$ cat config.mk
export PLATFORM = sky130hd
export DESIGN_NAME = hybla_cwnd_update_unit
export DESIGN_NICKNAME = d
export VERILOG_FILES = /design/src/hw/rtl/hcu_pkg.sv /design/src/hw/rtl/hybla_cwnd_update_unit.sv /design/src/hw/rtl/hcu_div.sv /design/src/hw/rtl/hcu_datapath.sv /design/src/hw/rtl/hcu_ctrl.sv
export VERILOG_INCLUDE_DIRS = /design/src /design/src/hw/rtl
export SDC_FILE = /design/constraint.sdc
export NUM_CORES = 2
export LEC_CHECK = 0
export ABC_CLOCK_PERIOD_IN_PS = 12800
export BUFFER_PORTS_ARGS = -buffer_cell sky130_fd_sc_hd__buf_2
export CELL_PAD_IN_SITES_DETAIL_PLACEMENT = 0
export CELL_PAD_IN_SITES_GLOBAL_PLACEMENT = 1
export CORE_AREA = 5 5 322 324
export DETAILED_ROUTE_END_ITERATION = 16
export DIE_AREA = 0 0 327 329
export PLACE_DENSITY = 0.83
export SLEW_MARGIN = 0
export SYNTH_ARGS = -nofsm -noshare
export SYNTH_HDL_FRONTEND = slang
export SYNTH_HIERARCHICAL = 1
export SYNTH_SLANG_ARGS = --single-unit
$ cat constraint.sdc
create_clock -name clk -period 12.8 [get_ports clk]
set_input_delay 1.92 -clock clk [delete_from_list [all_inputs] [get_ports clk]]
set_output_delay 1.92 -clock clk [all_outputs]
set_load 0.02 [all_outputs]
$ cat src/hw/rtl/assert_macros.svh
// ----------------------------------------------------------------------------
// Assertion macros
// Shared shorthands for the concurrent checks in the Hybla window update RTL.
// ----------------------------------------------------------------------------
`ifndef ASSERT_MACROS_SVH
`define ASSERT_MACROS_SVH

// A property that must hold at every clock edge outside reset.
`define HCU_ASSERT(name, expr, msg) \
    name: assert property (@(posedge clk) disable iff (!rst_n) (expr)) else $error(msg);

// When the antecedent holds, the consequent holds in the same cycle.
`define HCU_ASSERT_IMP(name, ante, cons, msg) \
    name: assert property (@(posedge clk) disable iff (!rst_n) (ante) |-> (cons)) \
        else $error(msg);

// When the antecedent holds, the consequent holds in the following cycle.
`define HCU_ASSERT_NXT(name, ante, cons, msg) \
    name: assert property (@(posedge clk) disable iff (!rst_n) (ante) |=> (cons)) \
        else $error(msg);

`endif

$ cat src/hw/rtl/hcu_pkg.sv
// ----------------------------------------------------------------------------
// Hybla window update package
// Constants, field layout, command codes and the controller/datapath bundles.
// ----------------------------------------------------------------------------
package hcu_pkg;

    // Smoothed RTT is kept scaled by two to the power of this shift.
    localparam int unsigned SRTT_SHIFT = 2;

    localparam logic [31:0] RHO_MIN_EIGHTHS = 32'd8;
    localparam logic [28:0] RHO_EXP_CAP     = 29'd16;
    localparam logic [31:0] FRAC_ONE        = 32'd128;

    localparam logic [15:0] RTT_REF_RESET  = 16'd37;
    localparam logic [31:0] MAX_CWND_RESET = 32'd1073725440;

    // Request layout on the slave side.
    localparam int unsigned TDATA_W      = 120;
    localparam int unsigned TUSER_W      = 2;
    localparam int unsigned SRTT_LSB     = 0;
    localparam int unsigned CWND_LSB     = 32;
    localparam int unsigned SSTH_LSB     = 64;
    localparam int unsigned SEG_LSB      = 96;
    localparam int unsigned WLIM_BIT     = 112;
    localparam int unsigned RECOV_BIT    = 113;
    localparam int unsigned OUT_TDATA_W  = 32;

    // Command codes carried in tuser.
    localparam logic [1:0] CMD_START = 2'd0;
    localparam logic [1:0] CMD_ACK   = 2'd1;
    localparam logic [1:0] CMD_CONG  = 2'd2;

    // Configuration register indexes.
    localparam logic REG_RTT_REF  = 1'b0;
    localparam logic REG_MAX_CWND = 1'b1;

    typedef enum logic [2:0] {
        MUL_RHO_SQ,
        MUL_RHO_SEG,
        MUL_SQ_SEG,
        MUL_INC_SEG,
        MUL_ACK_SEG
    } mul_sel_t;

    typedef enum logic {
        DIV_RHO,
        DIV_AVOID
    } div_sel_t;

    typedef struct packed {
        logic     load;
        logic     div_start;
        div_sel_t div_sel;
        mul_sel_t mul_sel;
        logic     rho_wr;
        logic     sq_wr;
        logic     slow_inc_wr;
        logic     avoid_inc_wr;
        logic     grow_add;
        logic     ack_add;
        logic     clamp;
        logic     cong_clear;
        logic     res_start;
        logic     out_load;
    } dp_ctl_t;

    typedef struct packed {
        logic is_start;
        logic is_ack;
        logic is_cong;
        logic need_rho;
        logic grow;
        logic slow;
        logic div_busy;
        logic div_done;
        logic out_busy;
    } dp_sts_t;

    // Two to the power of eighths, in 1/128 units.
    function automatic logic [7:0] frac_pow(input logic [2:0] idx);
        logic [7:0] val;
        case (idx)
            3'd0:    val = 8'd128;
            3'd1:    val = 8'd139;
            3'd2:    val = 8'd152;
            3'd3:    val = 8'd165;
            3'd4:    val = 8'd181;
            3'd5:    val = 8'd197;
            3'd6:    val = 8'd215;
            3'd7:    val = 8'd234;
            default: val = 8'd128;
        endcase
        return val;
    endfunction

endpackage

$ cat src/hw/rtl/hybla_cwnd_update_unit.sv
// ----------------------------------------------------------------------------
// Hybla congestion window update unit
// Top level: request and result streams, configuration port, control and data.
// ----------------------------------------------------------------------------
// The unit updates the congestion window of one connection per request, following
// the Hybla scheme. A request carries a command in tuser (connection start, ack
// received or congestion signal) and, in tdata, the smoothed RTT, the current
// window, the slow start threshold, the segment size and the window limited and
// recovery flags. Each request yields exactly one result on the master side: the
// new window in bytes. Requests are handled one at a time by a sequencer that
// steers a single 32-bit multiplier and a restoring divider producing one quotient
// bit per cycle. A congestion signal, or an ack that neither refreshes rho nor
// grows the window, takes the shortest path; an ack that first refreshes rho and
// then grows the window in congestion avoidance runs both divides and is the
// slowest request. The result sits in an output register, so the next request is
// taken while an earlier result still waits for tready; a new result waits for
// that register to empty. The configuration port is always ready; the reference
// RTT and window clamp should only be written while no request is in flight.
// ----------------------------------------------------------------------------

module hybla_cwnd_update_unit
    import hcu_pkg::*;
(
    input  logic                   clk,
    input  logic                   rst_n,

    // Request stream.
    input  logic                   s_tvalid,
    output logic                   s_tready,
    // From bit 0: srtt[31:0], cwnd_in[63:32], ssthresh[95:64], max_seg[111:96],
    // window_limited[112], fast_recovery[113], zero fill [119:114].
    input  logic [TDATA_W-1:0]     s_tdata,
    // From bit 0: cmd[1:0].
    input  logic [TUSER_W-1:0]     s_tuser,

    // Result stream.
    output logic                   m_tvalid,
    input  logic                   m_tready,
    // From bit 0: cwnd_out[31:0].
    output logic [OUT_TDATA_W-1:0] m_tdata,

    // Configuration writes: index 0 is rtt_ref, index 1 is max_cwnd.
    input  logic                   cfg_valid,
    output logic                   cfg_ready,
    input  logic                   cfg_index,
    input  logic [31:0]            cfg_data
);

    dp_ctl_t ctl;
    dp_sts_t sts;

    // Configuration registers take a write in any cycle.
    assign cfg_ready = 1'b1;

    // The controller owns sequencing and the request handshake; it never looks
    // at payload, only at the status flags that the datapath derives from it.
    hcu_ctrl u_ctrl (
        .clk      (clk),
        .rst_n    (rst_n),
        .s_tvalid (s_tvalid),
        .s_tready (s_tready),
        .sts      (sts),
        .ctl      (ctl)
    );

    // The datapath holds the latched request, the per-connection rho state, the
    // fraction accumulator and ack counter, the configuration and the output
    // register.
    hcu_datapath u_datapath (
        .clk       (clk),
        .rst_n     (rst_n),
        .ctl       (ctl),
        .sts       (sts),
        .s_tdata   (s_tdata),
        .s_tuser   (s_tuser),
        .cfg_valid (cfg_valid && cfg_ready),
        .cfg_index (cfg_index),
        .cfg_data  (cfg_data),
        .m_tvalid  (m_tvalid),
        .m_tready  (m_tready),
        .m_tdata   (m_tdata)
    );

endmodule

$ cat src/hw/rtl/hcu_div.sv
// ----------------------------------------------------------------------------
// Hybla serial divider
// Restoring 32-bit unsigned divider, one quotient bit per cycle.
// ----------------------------------------------------------------------------
`include "assert_macros.svh"

module hcu_div
    import hcu_pkg::*;
(
    input  logic        clk,
    input  logic        rst_n,
    input  logic        start,
    input  logic [31:0] dividend,
    input  logic [31:0] divisor,
    output logic        busy,
    output logic        done,
    output logic [31:0] quotient
);

    logic        busy_reg, busy_next;
    logic        done_reg, done_next;
    logic [4:0]  cnt_reg, cnt_next;
    logic [31:0] rem_reg, rem_next;
    logic [31:0] quo_reg, quo_next;
    logic [31:0] dvs_reg, dvs_next;
    logic [32:0] rem_sh;
    logic [32:0] rem_sub;
    logic        fits;

    assign rem_sh  = {rem_reg, quo_reg[31]};
    assign rem_sub = rem_sh - {1'b0, dvs_reg};
    assign fits    = (rem_sh >= {1'b0, dvs_reg});

    always_comb
    begin
        busy_next = busy_reg;
        done_next = 1'b0;
        cnt_next  = cnt_reg;
        rem_next  = rem_reg;
        quo_next  = quo_reg;
        dvs_next  = dvs_reg;
        if (start)
        begin
            busy_next = 1'b1;
            cnt_next  = 5'd31;
            rem_next  = '0;
            quo_next  = dividend;
            dvs_next  = divisor;
        end
        else if (busy_reg)
        begin
            rem_next = fits ? rem_sub[31:0] : rem_sh[31:0];
            quo_next = {quo_reg[30:0], fits};
            cnt_next = cnt_reg - 5'd1;
            if (cnt_reg == 5'd0)
            begin
                busy_next = 1'b0;
                done_next = 1'b1;
            end
        end
    end

    always_ff @(posedge clk or negedge rst_n)
    begin
        if (!rst_n)
        begin
            busy_reg <= 1'b0;
            done_reg <= 1'b0;
            cnt_reg  <= '0;
        end
        else
        begin
            busy_reg <= busy_next;
            done_reg <= done_next;
            cnt_reg  <= cnt_next;
        end
    end

    always_ff @(posedge clk)
    begin
        rem_reg <= rem_next;
        quo_reg <= quo_next;
        dvs_reg <= dvs_next;
    end

    assign busy     = busy_reg;
    assign done     = done_reg;
    assign quotient = quo_reg;

    `HCU_ASSERT_NXT(a_div_start_busy, start, busy_reg, "divider did not start")
    `HCU_ASSERT_IMP(a_div_done_idle, done_reg, !busy_reg, "divider done while busy")

endmodule

$ cat src/hw/rtl/hcu_datapath.sv
// ----------------------------------------------------------------------------
// Hybla window update datapath
// Request registers, connection state, shared multiplier, divider and output.
// ----------------------------------------------------------------------------
`include "assert_macros.svh"

module hcu_datapath
    import hcu_pkg::*;
(
    input  logic                   clk,
    input  logic                   rst_n,
    input  dp_ctl_t                ctl,
    output dp_sts_t                sts,
    input  logic [TDATA_W-1:0]     s_tdata,
    input  logic [TUSER_W-1:0]     s_tuser,
    input  logic                   cfg_valid,
    input  logic                   cfg_index,
    input  logic [31:0]            cfg_data,
    output logic                   m_tvalid,
    input  logic                   m_tready,
    output logic [OUT_TDATA_W-1:0] m_tdata
);

    // Latched request.
    logic [1:0]  cmd_reg;
    logic [31:0] srtt_reg;
    logic [31:0] ssth_reg;
    logic [15:0] seg_reg;
    logic        wlim_reg;
    logic        recov_reg;
    logic        slow_reg;

    // Working window, increment and product.
    logic [31:0] cw_reg;
    logic [31:0] inc_reg;
    logic [31:0] prod_reg;

    // Connection state.
    logic [28:0] rho_int_reg;
    logic [31:0] rho_eighths_reg;
    logic [31:0] rho_sq_reg;
    logic [31:0] min_srtt_reg;
    logic [6:0]  frac_reg;
    logic [31:0] ack_count_reg;

    // Configuration.
    logic [15:0] rtt_ref_reg;
    logic [31:0] max_cwnd_reg;

    // Output stage.
    logic        out_valid_reg;
    logic [31:0] out_data_reg;

    logic [31:0] mul_a;
    logic [31:0] mul_b;
    logic [31:0] mul_low;
    logic [31:0] div_dividend;
    logic [31:0] div_divisor;
    logic        div_busy;
    logic        div_done;
    logic [31:0] div_quo;
    logic [31:0] rho_new;
    logic [4:0]  exp_sh;
    logic [31:0] slow_inc;
    logic [7:0]  frac_sum;
    logic [31:0] cw_grow;
    logic [31:0] ssth_cap;
    logic [31:0] cw_cap;
    logic [31:0] cw_clamp;
    logic        lt_min;

    // Shared multiplier; only the low word is kept, so products wrap at 32 bits.
    always_comb
    begin
        case (ctl.mul_sel)
            MUL_RHO_SQ:
            begin
                mul_a = rho_eighths_reg;
                mul_b = rho_eighths_reg;
            end
            MUL_RHO_SEG:
            begin
                mul_a = {3'b000, rho_int_reg};
                mul_b = {16'h0000, seg_reg};
            end
            MUL_SQ_SEG:
            begin
                mul_a = rho_sq_reg;
                mul_b = {16'h0000, seg_reg};
            end
            MUL_INC_SEG:
            begin
                mul_a = {7'b0000000, inc_reg[31:7]};
                mul_b = {16'h0000, seg_reg};
            end
            MUL_ACK_SEG:
            begin
                mul_a = ack_count_reg;
                mul_b = {16'h0000, seg_reg};
            end
            default:
            begin
                mul_a = '0;
                mul_b = '0;
            end
        endcase
    end

    assign mul_low = mul_a * mul_b;

    always_comb
    begin
        case (ctl.div_sel)
            DIV_RHO:
            begin
                div_dividend = srtt_reg >> SRTT_SHIFT;
                div_divisor  = (rtt_ref_reg == 16'h0000) ? 32'd1 : {16'h0000, rtt_ref_reg};
            end
            DIV_AVOID:
            begin
                div_dividend = prod_reg;
                div_divisor  = cw_reg;
            end
            default:
            begin
                div_dividend = prod_reg;
                div_divisor  = cw_reg;
            end
        endcase
    end

    hcu_div u_div (
        .clk      (clk),
        .rst_n    (rst_n),
        .start    (ctl.div_start),
        .dividend (div_dividend),
        .divisor  (div_divisor),
        .busy     (div_busy),
        .done     (div_done),
        .quotient (div_quo)
    );

    assign rho_new = (div_quo < RHO_MIN_EIGHTHS) ? RHO_MIN_EIGHTHS : div_quo;

    // Slow start: 2^rho in 1/128 units, less one.
    assign exp_sh   = (rho_int_reg < RHO_EXP_CAP) ? rho_int_reg[4:0] : RHO_EXP_CAP[4:0];
    assign slow_inc = ({24'h0, frac_pow(rho_eighths_reg[2:0])} << exp_sh) - FRAC_ONE;

    // Whole segments from the product, one more when the fraction carries.
    assign frac_sum = {1'b0, frac_reg} + {1'b0, inc_reg[6:0]};
    assign cw_grow  = cw_reg + prod_reg + (frac_sum[7] ? {16'h0000, seg_reg} : 32'h0);

    assign ssth_cap = ssth_reg + 32'd1;
    assign cw_cap   = (slow_reg && (cw_reg > ssth_cap)) ? ssth_cap : cw_reg;
    assign cw_clamp = (cw_cap > max_cwnd_reg) ? max_cwnd_reg : cw_cap;

    assign lt_min = (srtt_reg < min_srtt_reg);

    always_ff @(posedge clk)
    begin
        if (ctl.load)
        begin
            cmd_reg   <= s_tuser;
            srtt_reg  <= s_tdata[SRTT_LSB +: 32];
            ssth_reg  <= s_tdata[SSTH_LSB +: 32];
            seg_reg   <= s_tdata[SEG_LSB +: 16];
            wlim_reg  <= s_tdata[WLIM_BIT];
            recov_reg <= s_tdata[RECOV_BIT];
            slow_reg  <= (s_tdata[CWND_LSB +: 32] <= s_tdata[SSTH_LSB +: 32]);
        end

        prod_reg <= mul_low;

        if (ctl.load)
            cw_reg <= s_tdata[CWND_LSB +: 32];
        else if (ctl.res_start)
            cw_reg <= prod_reg;
        else if (ctl.grow_add)
            cw_reg <= cw_grow;
        else if (ctl.ack_add && (inc_reg == 32'h0) && (prod_reg >= cw_reg))
            cw_reg <= cw_reg + {16'h0000, seg_reg};
        else if (ctl.clamp)
            cw_reg <= cw_clamp;

        if (ctl.slow_inc_wr)
            inc_reg <= slow_inc;
        else if (ctl.avoid_inc_wr)
            inc_reg <= div_quo;
    end

    always_ff @(posedge clk or negedge rst_n)
    begin
        if (!rst_n)
        begin
            rho_int_reg     <= '0;
            rho_eighths_reg <= '0;
            rho_sq_reg      <= '0;
            min_srtt_reg    <= '0;
            frac_reg        <= '0;
            ack_count_reg   <= '0;
            rtt_ref_reg     <= RTT_REF_RESET;
            max_cwnd_reg    <= MAX_CWND_RESET;
            out_valid_reg   <= 1'b0;
        end
        else
        begin
            if (cfg_valid && (cfg_index == REG_RTT_REF))
                rtt_ref_reg <= cfg_data[15:0];
            if (cfg_valid && (cfg_index == REG_MAX_CWND))
                max_cwnd_reg <= cfg_data;

            if (ctl.rho_wr)
            begin
                rho_eighths_reg <= rho_new;
                rho_int_reg     <= rho_new[31:3];
                if (cmd_reg == CMD_START || lt_min)
                    min_srtt_reg <= srtt_reg;
                if (cmd_reg == CMD_START)
                    frac_reg <= '0;
            end

            if (ctl.sq_wr)
                rho_sq_reg <= {prod_reg[30:0], 1'b0};

            if (ctl.grow_add)
                frac_reg <= frac_sum[6:0];

            if (ctl.avoid_inc_wr && (div_quo < FRAC_ONE))
                ack_count_reg <= ack_count_reg + 32'd1;
            else if (ctl.grow_add && frac_sum[7])
                ack_count_reg <= '0;
            else if (ctl.ack_add && (inc_reg == 32'h0) && (prod_reg >= cw_reg))
                ack_count_reg <= '0;
            else if (ctl.cong_clear)
                ack_count_reg <= '0;

            if (ctl.out_load)
                out_valid_reg <= 1'b1;
            else if (m_tready)
                out_valid_reg <= 1'b0;
        end
    end

    always_ff @(posedge clk)
    begin
        if (ctl.out_load)
            out_data_reg <= cw_reg;
    end

    assign sts.is_start = (cmd_reg == CMD_START);
    assign sts.is_ack   = (cmd_reg == CMD_ACK);
    assign sts.is_cong  = (cmd_reg == CMD_CONG);
    assign sts.grow     = wlim_reg && !recov_reg;
    assign sts.need_rho = sts.is_start ||
                          (sts.is_ack && (lt_min || (sts.grow && (rho_int_reg == 29'h0))));
    assign sts.slow     = slow_reg;
    assign sts.div_busy = div_busy;
    assign sts.div_done = div_done;
    assign sts.out_busy = out_valid_reg && !m_tready;

    assign m_tvalid = out_valid_reg;
    assign m_tdata  = out_data_reg;

    `HCU_ASSERT(a_rho_consistent, rho_int_reg == rho_eighths_reg[31:3], "rho halves disagree")
    `HCU_ASSERT_NXT(a_rho_floor, ctl.rho_wr, rho_eighths_reg >= RHO_MIN_EIGHTHS, "rho below floor")

endmodule

$ cat src/hw/rtl/hcu_ctrl.sv
// ----------------------------------------------------------------------------
// Hybla window update controller
// Sequences one request through the rho, start window, increment and growth steps.
// ----------------------------------------------------------------------------
`include "assert_macros.svh"

module hcu_ctrl
    import hcu_pkg::*;
(
    input  logic    clk,
    input  logic    rst_n,
    input  logic    s_tvalid,
    output logic    s_tready,
    input  dp_sts_t sts,
    output dp_ctl_t ctl
);

    typedef enum logic [16:0] {
        ST_IDLE     = 17'b00000000000000001,
        ST_EVAL     = 17'b00000000000000010,
        ST_RHO_DIV  = 17'b00000000000000100,
        ST_RHO_SQ   = 17'b00000000000001000,
        ST_SQ_WR    = 17'b00000000000010000,
        ST_ROUTE    = 17'b00000000000100000,
        ST_START_MUL= 17'b00000000001000000,
        ST_START_WR = 17'b00000000010000000,
        ST_AV_MUL   = 17'b00000000100000000,
        ST_AV_START = 17'b00000001000000000,
        ST_AV_DIV   = 17'b00000010000000000,
        ST_GROW_MUL = 17'b00000100000000000,
        ST_GROW_ADD = 17'b00001000000000000,
        ST_ACK_MUL  = 17'b00010000000000000,
        ST_ACK_ADD  = 17'b00100000000000000,
        ST_CLAMP    = 17'b01000000000000000,
        ST_FINISH   = 17'b10000000000000000
    } state_t;

    state_t state_reg, state_next;

    assign s_tready = (state_reg == ST_IDLE);

    always_comb
    begin
        state_next = state_reg;
        ctl        = '0;
        ctl.div_sel = DIV_RHO;
        ctl.mul_sel = MUL_RHO_SQ;
        case (state_reg)
            ST_IDLE:
            begin
                if (s_tvalid)
                begin
                    ctl.load   = 1'b1;
                    state_next = ST_EVAL;
                end
            end
            ST_EVAL:
            begin
                if (sts.need_rho)
                begin
                    ctl.div_start = 1'b1;
                    state_next    = ST_RHO_DIV;
                end
                else
                    state_next = ST_ROUTE;
            end
            ST_RHO_DIV:
            begin
                if (sts.div_done)
                begin
                    ctl.rho_wr = 1'b1;
                    state_next = ST_RHO_SQ;
                end
            end
            ST_RHO_SQ:
            begin
                ctl.mul_sel = MUL_RHO_SQ;
                state_next  = ST_SQ_WR;
            end
            ST_SQ_WR:
            begin
                ctl.sq_wr  = 1'b1;
                state_next = ST_ROUTE;
            end
            ST_ROUTE:
            begin
                if (sts.is_start)
                    state_next = ST_START_MUL;
                else if (sts.is_ack && sts.grow)
                begin
                    if (sts.slow)
                    begin
                        ctl.slow_inc_wr = 1'b1;
                        state_next      = ST_GROW_MUL;
                    end
                    else
                        state_next = ST_AV_MUL;
                end
                else
                begin
                    ctl.cong_clear = sts.is_cong;
                    state_next     = ST_FINISH;
                end
            end
            ST_START_MUL:
            begin
                ctl.mul_sel = MUL_RHO_SEG;
                state_next  = ST_START_WR;
            end
            ST_START_WR:
            begin
                ctl.res_start = 1'b1;
                state_next    = ST_FINISH;
            end
            ST_AV_MUL:
            begin
                ctl.mul_sel = MUL_SQ_SEG;
                state_next  = ST_AV_START;
            end
            ST_AV_START:
            begin
                ctl.div_sel   = DIV_AVOID;
                ctl.div_start = 1'b1;
                state_next    = ST_AV_DIV;
            end
            ST_AV_DIV:
            begin
                if (sts.div_done)
                begin
                    ctl.avoid_inc_wr = 1'b1;
                    state_next       = ST_GROW_MUL;
                end
            end
            ST_GROW_MUL:
            begin
                ctl.mul_sel = MUL_INC_SEG;
                state_next  = ST_GROW_ADD;
            end
            ST_GROW_ADD:
            begin
                ctl.grow_add = 1'b1;
                state_next   = ST_ACK_MUL;
            end
            ST_ACK_MUL:
            begin
                ctl.mul_sel = MUL_ACK_SEG;
                state_next  = ST_ACK_ADD;
            end
            ST_ACK_ADD:
            begin
                ctl.ack_add = 1'b1;
                state_next  = ST_CLAMP;
            end
            ST_CLAMP:
            begin
                ctl.clamp  = 1'b1;
                state_next = ST_FINISH;
            end
            ST_FINISH:
            begin
                if (!sts.out_busy)
                begin
                    ctl.out_load = 1'b1;
                    state_next   = ST_IDLE;
                end
            end
            default:
            begin
                state_next = ST_IDLE;
            end
        endcase
    end

    always_ff @(posedge clk or negedge rst_n)
    begin
        if (!rst_n)
            state_reg <= ST_IDLE;
        else
            state_reg <= state_next;
    end

    `HCU_ASSERT_IMP(a_div_start_idle, ctl.div_start, !sts.div_busy, "divider restarted while busy")
    `HCU_ASSERT_IMP(a_out_no_overrun, ctl.out_load, !sts.out_busy, "result overwritten")

endmodule
---- After elaboration in Yosys (flattened, before gate mapping) ----
Memories as Yosys holds them, arrays and structs flattened.
Cells that the tools add are included.
W data, S select, Z words.
word-level totals
  flip-flop bits (word level) ............. 545
  bits in read-only memories .............. 56
  output and inout bits ................... 35
  memories kept ........................... 1
memory list
  name             depth  width  rd ports  clocked after memory_dff  write ports  RTL line       RTL
  (no name shown)  8      7      1         0                         0            hcu_pkg.sv:82  case (idx)
cells by class
  $add $sub $neg .......................... 9
  multipliers ............................. 1
  $lt $le $gt $ge ......................... 9
  equal/unequal tests ..................... 27
  shifts and indexed selects .............. 1
  mux-type cells .......................... 69
  bitwise operators ....................... 2
  reduce and logical (&&, ||, !) cells .... 35
operators with widths
  operator                 number
  $mux W32                 17
  $pmux W17 S16            1
  $pmux W32 S2             3
  $pmux W32 S5             1
  $mux W17                 6
  $add A32 B1 Y32 const B  2
  $add A32 B32 Y32         2
  $gt A32 B32 Y1           2
  $ge A33 B32 Y1           1
  $add A32 B16 Y32         1
  $ge A32 B32 Y1           1
  $le A32 B32 Y1           1
  $logic_not A32 Y1        1
  $lt A32 B32 Y1           1
  $lt A32 B4 Y1 const B    1
  $lt A32 B8 Y1 const B    1
  $mul A32 B32 Y32         1
  $mux W16                 2
  $shl A8 B5 Y32           1
  $sub A32 B32 Y32         1
  $sub A32 B8 Y32 const B  1
  $logic_not A29 Y1        1
  $lt A29 B5 Y1 const B    1
  $mux W1                  29
  47 further kinds         74

---- Longest topological paths before layout ----
  depth in word-level cells ............... 11
  gate-level depth with buffers ........... 44

---- Modules after synthesis ----
Netlist, hierarchy kept.
by module, submodules not included
  module                  instances  cells each  area an instance (µm²)  seq. area each (µm²)
  hcu_datapath            1          4583        42677.2                 10679.0
  hcu_div                 1          599         6083.3                  2737.6
  hcu_ctrl                1          117         1112.3                  426.7
  hybla_cwnd_update_unit  1          2           11.3                    0.0

---- Worst setup path after synthesis ----
No wires, ideal clock.
  path kind ............................... register -> register
  from .................................... reg u_ctrl.state_reg[14]
  to ...................................... reg u_datapath.prod_reg[30]
  arrival time ............................ 9.688 ns
  data required time ...................... 12.681 ns
  path slack .............................. 2.994 ns
  cell stages (with the launch flop) ...... 37
  path buffers ............................ 6
  cells stage by stage .................... dfrtp_1 -> or4b_2 -> nor2_1 -> buf_2 -> buf_2 -> buf_1 -> clkbuf_1 -> buf_1 -> mux2i_1 -> nor2_1 -> a21oi_1 -> o22a_1 -> clkbuf_1 -> nor2_1 -> fa_1 -> fa_1 -> fa_1 -> inv_1 -> fa_1 -> inv_1 -> fa_1 -> fa_1 -> fa_1 -> inv_1 -> fa_1 -> inv_1 -> ha_1 -> a21oi_1 -> o221ai_1 -> a21oi_1 -> o21ai_0 -> a211oi_1 -> o21ai_0 -> a21o_1 -> nand3_1 -> nand2_1 -> xor2_1
RTL lines
  element                 RTL line             RTL
  from (decl)             hcu_ctrl.sv:38       state_t state_reg, state_next;
  from (signal assigned)  hcu_ctrl.sv:179      state_reg <= state_next;
  to (signal assigned)    hcu_datapath.sv:172  prod_reg <= mul_low;
  to (decl)               hcu_datapath.sv:36   logic [31:0] prod_reg;

==> impl.org <==
** Outcome
- Run status :: completed

** Routing
- Antenna-violating nets left :: 0
- First drt pass iteration count :: 8
- First-iteration detailed-routing DRC count :: 4,116
- Detailed routing inserted a total of 40,905 vias.
- After detailed routing, the average wire length per cell comes to 24.99 um.
- Final wirelength :: 169.0 mm
- After detailed routing, the number of remaining DRC violations is 0.
- Ratio of routed vias to standard cells :: 6.048

** Power
- Of the total power, the clock network draws 22.6%.
- Maximum VDD drop :: 0.0001260 V
- Seq pwr share :: 35.1%
- Combinational cells account for 42.3% of the total power.
- Power per cell area :: 137.6 nW/um2
- The internal portion of the total power is 0.004371 W.
- The analysis attributes to net switching a power of 0.003088 W.
- Static Leakage :: 24.00 nW
- Net switching is 41.40% of the power.

** Synth
- Net Count, Synth :: 6,280
- The Yosys step of the flow raised 6 warnings.
- Syn Std Cell Area :: 49,880 um2
- After synthesis, the mean cell area works out to 9.411 um2.
- In the synthesized netlist, the number of instances is 5,300.

** CTS
- Once the clock tree was built, the setup fixing pass inserted 0 buffers.
- CTS built an H-tree with a depth of 2.
- Clock latency on the worst-skew pair, taken at its later pin, is 0.65 ns.
- Number of buffers inserted by hold repair at cts :: 0
- Clock tree from TritonCTS :: yes
- In this run the clock root is driven by a sky130_fd_sc_hd__clkbuf_16.
- Buffers inserted during clock tree synthesis total 54.
- CTS saw 516 sinks.
- Clock slew at the register clock pins of the worst setup and hold paths :: 0.07 ns
- Resized Gates After CTS :: 0
- In this run the deepest clock path goes through 3 buffers.

** STA
- The final-report max-slew violation count was 0.
- Tmin final :: 11.04 ns
- Final count of hold timing violations :: 0
- For the pin with the worst max-slew slack, the measured transition is 1.096 ns.
- Setup violations remaining at the end of the flow were counted as 0.
- RSZ-0062 raised after global routing :: no
- Post-Route Setup TNS :: 0 ns
- For this run, the top clock speed supported by timing is 90.60 MHz.
- Clock skew on the completed layout was measured at 0.02965 ns.
- Min Hold Slack :: 0.4997 ns
- In the finished design, the share of the clock period the worst path needs comes to 86.23%.
- Measured against its own limit, the worst slew margin works out to 26.63%.

** Global routing
- The via count of the first global-routing pass came to 40,020.
- Antenna violations before repair :: 8
- In the global route stage, overall resource usage came out at 30.86%.
- The first global-routing pass estimated 251.6 mm of wire.
- Maximum number of pins on one net before global-route repair :: 94
- Global routing finished with a remaining overflow of 0.

** Worst setup path
- The worst setup path is launched from a register.
- Crit end category :: register
- Critical path data required time :: 13.33 ns
- The most numerous cell type found on the critical path is sky130_fd_sc_hd__fa_1.
- The setup check on the worst reg-to-reg path leaves a slack of 1.76 ns.
- The startpoint identified for the worst register-to-register timing path is u_ctrl/state_reg[5].
- For this run, the slowest stage of the critical path takes 0.81 ns.
- Gate family responsible for the most delay along the worst path :: adder cells
- The worst setup path is of the reg2reg kind.
- The critical path contains buffers and inverters numbering 6 combined.
- Arrival time reported for the critical path endpoint :: 11.57 ns
- The slowest stage of the critical path is the sky130_fd_sc_hd__a22oi_1 cell.
- Number of cells traversed by the worst register-to-register path :: 31
- Number of cells on the critical path :: 31
- The worst register-to-register path ends at u_datapath/prod_reg[30].
- Max FO, Critical Path :: 52

** Layout
- In the final layout, the share of cells above drive strength 1 is 13.47%.
- The final layout contains 6,385 nets.
- Area overhead of the layout relative to synthesis :: 8.715%

** Min path
- In this run the most critical hold path is launched from u_datapath/srtt_reg[0].
- Endpoint, Worst Hold :: u_datapath/min_srtt_reg[0]
- In this run the worst hold path is classified as reg2reg.
- Along the worst hold path, the cell count comes to 1.

** Placement
- Detailed placement finished with a half-perimeter wire length of 132.3 mm.
- Count of input and output buffers :: 187
- At the end of routability-driven placement, the weighted congestion stood at 0.9916.

** Floorplanning
- Width of the die :: 327 um
- Overall die height :: 329 um
- Row generation in the floorplan step produced 117 rows.
- The die covers 107,600 um2.
- Once the floorplan was initialized, standard cells occupied 49.45% of the core.
- The core region is 100,900 um2.
- Boundary pin count :: 195

** Run
- Max-cap violations :: 0
## worst max path at each step
stage                               from                 endpoint
floorplan           u_ctrl/state_reg[14]  u_datapath/prod_reg[30]
global placement    u_ctrl/state_reg[12]  u_datapath/prod_reg[30]
detailed placement   u_ctrl/state_reg[5]  u_datapath/prod_reg[31]
CTS                  u_ctrl/state_reg[5]  u_datapath/prod_reg[30]
global route        u_ctrl/state_reg[12]  u_datapath/prod_reg[30]
finish               u_ctrl/state_reg[5]  u_datapath/prod_reg[30]
## layer usage
layer / routed length, um / track usage [%] / part of all wire, %
met5: 27 / 0 / 0.016
met4: 9319 / 13.94 / 5.5
met3: 15710 / 5.988 / 9.3
met2: 74910 / 48.30 / 44
met1: 69040 / 41.92 / 41
## through the flow
| stage | util [%] | power (W) | cells | cell area, um2 | setup WS [ns] |
|---|---|---|---|---|---|
| 4_1_cts | 53.75 | 0.007403 | 6759 | 54210 | 1.972 |
| 3_5_place_dp | 51.90 | 0.005706 | 6658 | 52350 | 2.012 |
| 6_report | 53.76 | 0.007459 | 6763 | 54220 | 1.762 |
| 3_3_place_gp | 51.90 | 0.005650 | 6658 | 52350 | 2.118 |
| 2_1_floorplan | - | 0.004660 | 5300 | 49880 | 2.994 |
| 5_1_grt | 53.75 | 0.007850 | 6759 | 54210 | 1.202 |
## power groups by stage
stage | Sequential [W] | Clock [W] | Combinational, W
finish | 0.00262 | 0.00168 | 0.00316
global route | 0.00262 | 0.00178 | 0.00345
CTS | 0.00259 | 0.00171 | 0.00310
detailed placement | 0.00262 | 0 | 0.00308
global placement | 0.00262 | 0 | 0.00303
floorplan | 0.00238 | 0 | 0.00228
## area by class of cell
class	instances	area (um2)
fill	9080	46640
multi-input combinational	3803	32410
sequential	516	13840
inverter	751	2819
tap	1309	1638
timing repair buffer	279	1637
clock buffer	68	1444
clock inverter	33	417.9
antenna	4	10.01
## layout by cell type, fill, tap and decap left out, types with 33 or more instances in the layout
cell	count
sky130_fd_sc_hd__a211oi_1	43
sky130_fd_sc_hd__a21o_1	78
sky130_fd_sc_hd__a21oi_1	215
sky130_fd_sc_hd__a22oi_1	34
sky130_fd_sc_hd__a31oi_1	33
sky130_fd_sc_hd__and2_1	42
sky130_fd_sc_hd__and3_1	48
sky130_fd_sc_hd__buf_2	186
sky130_fd_sc_hd__buf_4	92
sky130_fd_sc_hd__clkbuf_16	54
sky130_fd_sc_hd__dfrtp_1	186
sky130_fd_sc_hd__dfxtp_1	64
sky130_fd_sc_hd__edfxtp_1	245
sky130_fd_sc_hd__fa_1	428
sky130_fd_sc_hd__ha_1	392
sky130_fd_sc_hd__inv_1	748
sky130_fd_sc_hd__mux2_2	246
sky130_fd_sc_hd__mux2i_1	69
sky130_fd_sc_hd__nand2_1	448
sky130_fd_sc_hd__nand2b_1	42
sky130_fd_sc_hd__nand3_1	90
sky130_fd_sc_hd__nand4_1	70
sky130_fd_sc_hd__nor2_1	536
sky130_fd_sc_hd__nor2b_1	62
sky130_fd_sc_hd__nor3_1	54
sky130_fd_sc_hd__o21ai_0	191
sky130_fd_sc_hd__xnor2_1	141
sky130_fd_sc_hd__xor2_1	57
Note: power is estimated with default switching activity, not from simulation.
